## config.mk

```make
export PLATFORM = sky130hd
export DESIGN_NAME = wprl_ram
export DESIGN_NICKNAME = d
export VERILOG_FILES = /design/src/design/windowed_peak_rms_level_history_assert.svh /design/src/design/wprl_ram.sv
export SDC_FILE = /design/constraint.sdc
export NUM_CORES = 1
export LEC_CHECK = 0
export BUFFER_PORTS_ARGS = -buffer_cell sky130_fd_sc_hd__buf_2
export CELL_PAD_IN_SITES_DETAIL_PLACEMENT = 0
export CELL_PAD_IN_SITES_GLOBAL_PLACEMENT = 1
export CORE_MARGIN = 4
export CORE_UTILIZATION = 57
export CTS_BUF_LIST = sky130_fd_sc_hd__clkbuf_16
export DETAILED_ROUTE_END_ITERATION = 7
export GPL_ROUTABILITY_DRIVEN = 0
export PLACE_DENSITY_LB_ADDON = 0.1
export SLEW_MARGIN = 20
export SYNTH_ARGS = -nofsm -noshare
export SYNTH_HDL_FRONTEND = slang
export SYNTH_SLANG_ARGS = --single-unit
```

## constraint.sdc

```tcl
create_clock -name i_clk -period 3.7 [get_ports i_clk]
set_clock_uncertainty 0.1 [all_clocks]
set_input_delay 0.74 -clock i_clk [delete_from_list [all_inputs] [get_ports i_clk]]
set_output_delay 0.74 -clock i_clk [all_outputs]
set_load 0.02 [all_outputs]
```

## src/design/windowed_peak_rms_level_history_assert.svh

```systemverilog
// assertion macros for the level history block
// depends on i_clk and i_rst_n in the including module
`ifndef WINDOWED_PEAK_RMS_LEVEL_HISTORY_ASSERT_SVH
`define WINDOWED_PEAK_RMS_LEVEL_HISTORY_ASSERT_SVH

// same-cycle implication check
`define WPRL_AST_IMP(lbl, ante, cons) \
    lbl: assert property (@(posedge i_clk) disable iff (!i_rst_n) (ante) |-> (cons)) \
        else $error("wprl check failed");

// next-cycle implication check
`define WPRL_AST_NXT(lbl, ante, cons) \
    lbl: assert property (@(posedge i_clk) disable iff (!i_rst_n) (ante) |=> (cons)) \
        else $error("wprl check failed");

`endif

```

## src/design/wprl_ram.sv

```systemverilog
// generic single-port-write, single-port-read ram with registered read
// no dependencies
`timescale 1ns / 1ps
module wprl_ram #(
    parameter int WIDTH = 8,
    parameter int DEPTH = 16
) (
    input  logic                     i_clk,
    input  logic                     i_we,
    input  logic [$clog2(DEPTH)-1:0] i_waddr,
    input  logic [WIDTH-1:0]         i_wdata,
    input  logic [$clog2(DEPTH)-1:0] i_raddr,
    output logic [WIDTH-1:0]         o_rdata
);
    logic [WIDTH-1:0] r_mem [DEPTH];
    logic [WIDTH-1:0] r_rdata;

    // write port and registered read port
    always_ff @(posedge i_clk) begin
        if (i_we) begin
            r_mem[i_waddr] <= i_wdata;
        end
        r_rdata <= r_mem[i_raddr];
    end

    assign o_rdata = r_rdata;
endmodule

```

==> results of run 1 <==
[layout make-up]
class                   instances  share of cell area
flip-flops and latches        136              0.6714
multi-input cells              83              0.1773
clock buffers                  17             0.07134
repair buffers                 32             0.02979
clock inverters                15             0.02749
well taps                     108             0.02266
[state kept, by name, indices dropped and copies added (netlist names)]
signal and count:
r_mem 128, o_rdata 8
[cells in the final DEF, fill, tap and decap left out, types with 3 or more instances in the layout]
| master | synthesis | routed |
|---|---|---|
| edfxtp_1 | 128 | 128 |
| buf_2 | 3 | 25 |
| mux4_2 | 18 | 18 |
| clkbuf_16 | 0 | 17 |
| a22oi_1 | 16 | 16 |
| mux4_1 | 14 | 14 |
| nor2_1 | 13 | 13 |
| nand2_1 | 9 | 9 |
| dfxtp_1 | 8 | 8 |
| buf_4 | 1 | 7 |
| nor3_1 | 4 | 4 |
| inv_1 | 0 | 3 |
| clkinvlp_4 | 0 | 3 |
| bufinv_16 | 0 | 3 |
[stage by stage]
step | hold WS (ns) | util
CTS | 0.5664 | 0.6805
finish | 0.5595 | 0.6805
floorplan | 0.5293 | -
detailed placement | 0.5581 | 0.6132
global route | 0.5940 | 0.6805
global placement | 0.5479 | 0.6132
[report_power, final]
| part | leakage, µW | switching, µW | internal, µW |
|---|---|---|---|
| combinational | 0.000506 | 96.1 | 64.2 |
| clock | 0.000290 | 589 | 1050 |
| sequential | 0.00122 | 9.23 | 1720 |
[cells by family after synthesis]
family                 share of synthesized area
AO/OA/AOI/OAI                            0.02334
multiplexers                              0.1502
AND/OR/NAND/NOR                          0.03184
flip-flops                                0.7778
buffers and inverters                    0.01677
[metal layers]
layer	wire length [µm]	vias up	global-route usage
li1	-	1054	-
met1	3962	1224	0.2716
met2	4374	75	0.2950
met3	583	9	0.05480
met4	97	0	0.05976
met5	0	-	0
[critical path: stages]
cell and delay [ns]:
buf_2 0.59, buf_4 0.27, mux4_1 0.54, a22oi_1 0.23
nand2_1 0.08
[worst paths after layout]
kind / endpoint / slack (ns) / cells after the start
worst min-delay path: o_rdata[3] / 0.56 / 3
worst max-delay path: o_rdata[5] / 1.41 / 5
worst min register to register: o_rdata[3] / 0.56 / 3
worst max register to register: o_rdata[0] / 2.25 / 3
==> impl_metrics.json, run 1 <==
{
  "instances_no_fill": 391,
  "drc": 0,
  "status": "finished, final reports clean",
  "finalHoldViolations": 0,
  "wl_per_cell_um": 23.06,
  "netlist_instances": 229,
  "num_rows": 34,
  "crit_type": "in2reg",
  "grt_pass1_vias": 2380,
  "fmax_mhz": 437.4,
  "multiInputGateArea_um2": 1057,
  "holdCritStartpoint": "r_mem[14][3]",
  "worst_setup_path_end_kind": "register",
  "placed_cells": 359,
  "final_area_um2": 5963,
  "fin_ws_ns": 1.414,
  "synth_cell_types": 19,
  "clock_path_buffers": 2,
  "total_power_uw": 3531,
  "grt_first_pass_wirelength_um": 13980,
  "cts_resized": 0,
  "core_area_um2": 8763,
  "cts_setup_buffers": 0,
  "via_per_inst": 6.041,
  "ctsRootBufferMaster": "clkbuf_16",
  "hold_buffers": 0,
  "synth_nets": 247,
  "grt.overflow.total": 0,
  "fillers": 571,
  "hold_path.class": "reg2reg",
  "timing.final.crit_share": 0.6179,
  "insertion_delay_ns": 0.40,
  "drive_above_1_share": 0.2792,
  "ys_ff_latch": 136,
  "avgSynthCellArea_um2": 22.48,
  "start_kind": "input pin",
  "antenna_found_initial": 0,
  "ys_top_cells_by_count": "edfxtp_1, mux4_2, a22oi_1",
  "dieHeight_um": 103.0,
  "cap_violations": 0,
  "fin_nets": 288,
  "maxSlewViolCount": 0,
  "slew_headroom": 0.3766,
  "power.leakage_uw": 0.002020,
  "powerDensity_nw_per_um2": 592.2,
  "tightestPinTransition_ns": 0.9317,
  "cts_sinks": 136,
  "seq_area_um2": 4004,
  "grt_usage": 0.1919,
  "cp.required_ns": 3.88,
  "crit_path_start": "i_raddr[0]",
  "grt_start_max_net_pins": 33,
  "ys_warn_count": 0,
  "path_clk_slew_ns": 0.06,
  "dr.pass1.iters": 4,
  "io_buffers": 25,
  "synth_edf_count": 128,
  "post-place-ws_ns": 0.9485,
  "ys.flop_type": "edfxtp_1",
  "cts-htree-levels": 4,
  "vdd_drop_max_mv": 0.3972,
  "async_reset_ff_frac": 0,
  "r2r-start": "r_mem[4][0]",
  "cts_buffers": 17,
  "syn_area_um2": 5147,
  "area_growth_pct": 15.85,
  "cts_tree": "done",
  "vias": 2362,
  "seq_area_frac_synth": 0.7778,
  "fin_crit_ns": 2.286,
  "start_util": 0.5874,
  "drt_iter0_drc": 171,
  "synth.area.top_cells": "edfxtp_1, mux4_2, mux4_1",
  "diodes": 0,
  "rsz0062_at_grt": "false",
  "placed_cell_area_um2": 5374,
  "totalWireLength_um": 9017,
  "ant_nets": 0,
  "dpl.hpwl_um": 5848,
  "yosys.area.top_type": "edfxtp_1",
  "cp_data_arrival_time_ns": 2.47,
  "io_pins": 26,
  "synth_top_area_frac": 0.7467,
  "tns_ns": 0,
  "cp_max_fo": 23,
  "dieArea_um2": 10620,
  "setup_viol": 0,
  "die_w_um": 103.0,
  "yosysMostFrequentCell": "edfxtp_1"
}
Note: power is estimated with default switching activity, not from simulation.
==> inputs of run 2 (changes only) <==
CORE_UTILIZATION = 53   (was 57)
clock period = 2.3 ns   (was 3.7 ns; I/O delays follow)
==> run 2 against run 1 <==
Net effect:
- power grew 59%
- hold slack lost 0.21 ns
- sequential share of layout area shrank 1.7 points
- flip-flop and latch count is the same
- via count grew 0.68%
- cell count grew 9.0%
- utilization shrank 2.4 points
- clock power grew 57%
- cell area grew 2.6%
- non-clock buffer count grew 14
- global-route usage shrank 1.5 points
- largest power group unchanged
- highest routed layer unchanged
==> impl_metrics.json, run 2 (synthesized netlist as in run 1, its figures left out) <==
{
  "antenna_found_initial": 0,
  "io_buffers": 25,
  "cts-htree-levels": 4,
  "use_met3": 0.04189,
  "instances_no_fill": 426,
  "clock_path_buffers": 2,
  "drt_iter0_drc": 128,
  "powerDensity_nw_per_um2": 919.0,
  "max_stage_delay_ns": 0.58,
  "dpl.hpwl_um": 5808,
  "diodes": 0,
  "timing.final.crit_share": 0.6857,
  "cts_buffers": 17,
  "hold_buffers": 0,
  "grt.overflow.total": 0,
  "dr.pass1.iters": 4,
  "cp_slowest_cell": "mux4_1",
  "fillers": 637,
  "crit_type": "in2reg",
  "via_per_inst": 5.582,
  "power.leakage_uw": 0.002090,
  "drive_above_1_share": 0.3199,
  "placed_cells": 394,
  "core_area_um2": 9328,
  "totalWireLength_um": 9069,
  "fin_nets": 302,
  "grt_util_met2": 0.2643,
  "worst_setup_path_end_kind": "register",
  "fmax_mhz": 634.1,
  "cp_data_arrival_time_ns": 1.76,
  "cap_violations": 0,
  "cts_setup_buffers": 0,
  "ctsRootBufferMaster": "clkbuf_16",
  "fin_crit_ns": 1.577,
  "cts_tree": "done",
  "status": "finished, final reports clean",
  "grt_start_max_net_pins": 33,
  "num_rows": 35,
  "layout_common_cells": "edfxtp_1, buf_2, mux4_2, buf_4, clkbuf_16",
  "final_area_um2": 6120,
  "slew_headroom": 0.5935,
  "grt_usage": 0.1768,
  "grt.busiest_layer": "met2",
  "start_kind": "input pin",
  "start_util": 0.5518,
  "cts_resized": 0,
  "wl_per_cell_um": 21.29,
  "setup_viol": 0,
  "area_growth_pct": 18.89,
  "placed_cell_area_um2": 5543,
  "dieHeight_um": 106.6,
  "maxSlewViolCount": 0,
  "regMostFlops": "r_mem",
  "grt_pass1_vias": 2463,
  "final_common_cell": "edfxtp_1",
  "total_power_uw": 5624,
  "hold_path.class": "in2reg",
  "insertion_delay_ns": 0.40,
  "tightestPinTransition_ns": 0.6075,
  "drc": 0,
  "path_clk_slew_ns": 0.06,
  "hold_path_depth": 1,
  "dieArea_um2": 11350,
  "ant_nets": 0,
  "largest_register_ffs": 128,
  "cts_sinks": 136,
  "die_w_um": 106.6,
  "cp_max_fo": 16,
  "cp.required_ns": 2.48,
  "grt_util_met1": 0.2625,
  "rsz0062_at_grt": "false",
  "vdd_drop_max_mv": 0.4723,
  "grt_first_pass_wirelength_um": 14430,
  "cp_cell_sequence": "buf_2 > buf_12 > mux4_1 > a22oi_1 > nand2_1",
  "finalHoldViolations": 0,
  "tns_ns": 0,
  "io_pins": 26,
  "vias": 2378,
  "r2r_cells": 3
}
-- run 2: worst max-delay path: cells and delay by family --
| kind | cells | cell delay (ns) |
|---|---|---|
| and+or+nand+nor | 1 | 0.08 |
| buffers and inverters | 2 | 0.31 |
| AOI/OAI and AO/OA | 1 | 0.30 |
| muxes | 1 | 0.58 |
-- run 2: final cells by class --
class | count | area (µm²) | share of cell area
Clock buffer | 17 | 425.4 | 0.06952
Timing Repair Buffer | 46 | 320.3 | 0.05234
Tap cell | 129 | 161.4 | 0.02638
Clock inverter | 15 | 151.4 | 0.02474
Multi-Input combinational cell | 83 | 1057 | 0.1728
Sequential cell | 136 | 4004 | 0.6543
-- run 2: routing by layer --
metal / wire length [µm] / part of all wire / up-vias
met5: 0 / 0 / -
met4: 85 / 0.0094 / 0
met3: 425 / 0.047 / 9
met2: 4298 / 0.47 / 54
met1: 4259 / 0.47 / 1224
li1: - / - / 1091
-- run 2: where the power goes --
part | total [µW] | leakage, µW | internal [µW] | switching (µW)
Sequential | 2790 | 0.00122 | 2770 | 15.1
Combinational | 273 | 0.000595 | 115 | 157
Clock | 2570 | 0.000271 | 1590 | 971
Total | 5620 | 0.00209 | 4480 | 1140
-- run 2: path summary, 6_finish.rpt --
path,slack (ns),endpoint,start
min,0.35,r_mem[4][2],i_wdata[2]
max reg2reg,0.80,o_rdata[1],r_mem[1][1]
max,0.72,o_rdata[1],i_raddr[0]
min reg2reg,0.56,o_rdata[1],r_mem[15][1]
-- run 2: stage by stage --
step	utilization	setup WS, ns	hold slack [ns]
finish	0.6561	0.7230	0.3480
global route	0.6561	0.6432	0.3469
CTS	0.6561	0.7283	0.3295
detailed placement	0.5942	0.2865	0.5595
global placement	0.5942	0.3390	0.5536
floorplan	-	0.2471	0.4589
==> inputs of run 3 (changes only) <==
ABC_AREA = 1   (was unset)
CORE_UTILIZATION = 49   (was 53)
clock period = 1.6 ns   (was 2.3 ns; I/O delays follow)
==> run 3 against run 2 <==
Net effect:
- die area increased by 20%
- non-clock buffer count increased by 5
- synthesized area increased by 12%
- first-iteration DRC count increased by 100%
- global-route usage increased by 3.5 points
- cell area increased by 10%
- largest cell class unchanged
- power increased by 51%
- clock-buffer cell count unchanged
- worst setup slack got worse by 0.49 ns
- flip-flop and latch count unchanged
- critical path depth decreased by 4
==> impl_metrics.json, run 3 <==
{
  "status": "finished, final reports clean",
  "hold_buffers": 0,
  "core_area_um2": 11470,
  "grt_start_max_net_pins": 45,
  "totalWireLength_um": 13300,
  "grt_usage": 0.2118,
  "setup_viol": 0,
  "ys_top_cells_by_count": "nand2_1, edfxtp_1, inv_1",
  "insertion_delay_ns": 0.41,
  "crit_type": "reg2out",
  "total_power_uw": 8468,
  "cp_cell_sequence": "buf_2",
  "timing.final.crit_share": 0.8536,
  "power.leakage_uw": 0.002963,
  "drive_above_1_share": 0.1299,
  "tns_ns": 0,
  "synthXorXnorAreaFrac": 0,
  "synth_top_family_by_area": "simple AND/OR/NAND/NOR gates",
  "grt.overflow.total": 0,
  "vdd_drop_max_mv": 0.6681,
  "synth_top_area_frac": 0.6665,
  "cp.required_ns": 1.18,
  "cpLargestDelayFamily": "flip-flops",
  "tightestPinTransition_ns": 0.4182,
  "syn_area_um2": 5767,
  "p_clk_frac": 0.464,
  "path_clk_slew_ns": 0.06,
  "cts_tree": "done",
  "maxSlewViolCount": 0,
  "via_per_inst": 5.009,
  "diodes": 0,
  "fin_nets": 615,
  "async_reset_ff_frac": 0,
  "dieArea_um2": 13570,
  "fmax_mhz": 732.2,
  "synth.area.top_cells": "edfxtp_1, nand2_1, nand3_1",
  "die_w_um": 116.5,
  "cts_resized": 0,
  "num_rows": 39,
  "rsz0062_at_grt": "false",
  "cts_buffers": 17,
  "seq_area_frac_synth": 0.6943,
  "regMostFlops": "r_mem",
  "placed_cells": 721,
  "io_buffers": 25,
  "worst_setup_path_end_kind": "output port",
  "cp_max_fo": 1,
  "cp_slowest_cell": "dfxtp_1",
  "path_buf_inv": 1,
  "ctsRootBufferMaster": "clkbuf_16",
  "cts_setup_buffers": 0,
  "yosysMostFrequentCell": "nand2_1",
  "cts_sinks": 136,
  "dieHeight_um": 116.5,
  "drc": 0,
  "instances_no_fill": 751,
  "ant_nets": 0,
  "synth_cell_types": 12,
  "clock_path_buffers": 2,
  "synthSimpleGateAreaFrac": 0.2105,
  "grt_pass1_vias": 3627,
  "post-place-ws_ns": 0.1059,
  "fin_ws_ns": 0.2342,
  "start_kind": "register",
  "synth-adder-area-share": 0,
  "fin_crit_ns": 1.366,
  "dpl.hpwl_um": 8369,
  "io_pins": 26,
  "p_comb_frac": 0.063,
  "p_sw_frac": 0.2088,
  "synth_compound_area_frac": 0,
  "synth_nets": 569,
  "final_common_cell": "nand2_1",
  "avgSynthCellArea_um2": 10.47,
  "cts-htree-levels": 4,
  "cap_violations": 0,
  "ys.flop_type": "edfxtp_1",
  "finalHoldViolations": 0,
  "vias": 3762,
  "area_growth_pct": 16.88,
  "wl_per_cell_um": 17.71,
  "hold_path.class": "in2reg",
  "grt_first_pass_wirelength_um": 20600,
  "slew_headroom": 0.7212,
  "max_stage_delay_ns": 0.35,
  "synthMuxAreaShare": 0,
  "largest_register_ffs": 128,
  "fillers": 954,
  "antenna_found_initial": 0,
  "layout_common_cells": "nand2_1, edfxtp_1, inv_1, nand3_1, buf_2",
  "yosys.area.top_type": "edfxtp_1",
  "power_switching_uw": 1768,
  "ys_warn_count": 0,
  "ys_ff_latch": 136,
  "p_int_uw": 6699,
  "start_util": 0.5029,
  "pwr-share-seq": 0.474,
  "powerDensity_nw_per_um2": 1256,
  "cp_data_arrival_time_ns": 0.95,
  "dr.pass1.iters": 5,
  "drt_iter0_drc": 260,
  "synth_edf_count": 128,
  "netlist_instances": 551
}
==> run 3: cell count changes in the layout (fill, tap and decap cells not counted), moves of 4 or more <==
cell	change
a22oi_1	-16
buf_4	+4
inv_1	+103
mux4_1	-14
mux4_2	-18
nand2_1	+164
nand3_1	+96
nor2_1	+4
nor3_1	-4
==> run 3: stage by stage <==
step / hold slack [ns] / util / instance area (µm²)
2_1_floorplan: 0.3189 / - / 5767
3_3_place_gp: 0.5429 / 0.5363 / 6150
3_5_place_dp: 0.5419 / 0.5363 / 6150
4_1_cts: 0.2372 / 0.5878 / 6740
5_1_grt: 0.2461 / 0.5878 / 6740
6_report: 0.2495 / 0.5878 / 6740
==> run 3: worst reg2reg max path, delay by kind of cell, from the launching register on <==
family                 cells  cell delay, ns
buffers and inverters      1            0.06
flip-flops                 1            0.36
AND/OR/NAND/NOR            5            0.48
==> run 3: cell families after synthesis <==
logic type,Yosys count
AND/OR/NAND/NOR,289
flip-flops,136
buffers and inverters,126
==> run 3: area by class of cell <==
cell class / count / area (µm²) / area share
tap: 143 / 178.9 / 0.02655
multi-input combinational: 289 / 1214 / 0.1801
clock inverter: 13 / 165.2 / 0.02450
clock buffer: 17 / 425.4 / 0.06311
timing repair buffer: 51 / 370.4 / 0.05495
inverter: 102 / 382.9 / 0.05680
sequential: 136 / 4004 / 0.5940
==> run 3: path summary, 6_finish.rpt <==
check               startpoint           to  slack (ns)  cells past startpoint
hold reg to reg   r_mem[12][5]   o_rdata[5]        0.55                      6
setup reg to reg   r_mem[9][4]   o_rdata[4]        0.49                      6
setup / recovery    o_rdata[7]   o_rdata[7]        0.23                      1
hold / removal      i_wdata[2]  r_mem[1][2]        0.25                      1
==> run 3: per-layer routing <==
metal  vias up  global-route usage  share of wire  routed length [µm]
met4         0             0.07579          0.015                 197
met5         -                   0              0                   0
li1       1863                   -              -                   -
met3        12             0.04456          0.047                 620
met1      1794              0.2935           0.46                6090
met2        93              0.3333           0.48                6389
==> run 3: power by group through the flow <==
stage	clock network [µW]	logic, µW	registers [µW]
CTS	3970	541	4010
detailed placement	0	538	4080
floorplan	0	281	4110
global placement	0	534	4080
finish	3930	532	4010
global route	4130	588	4010
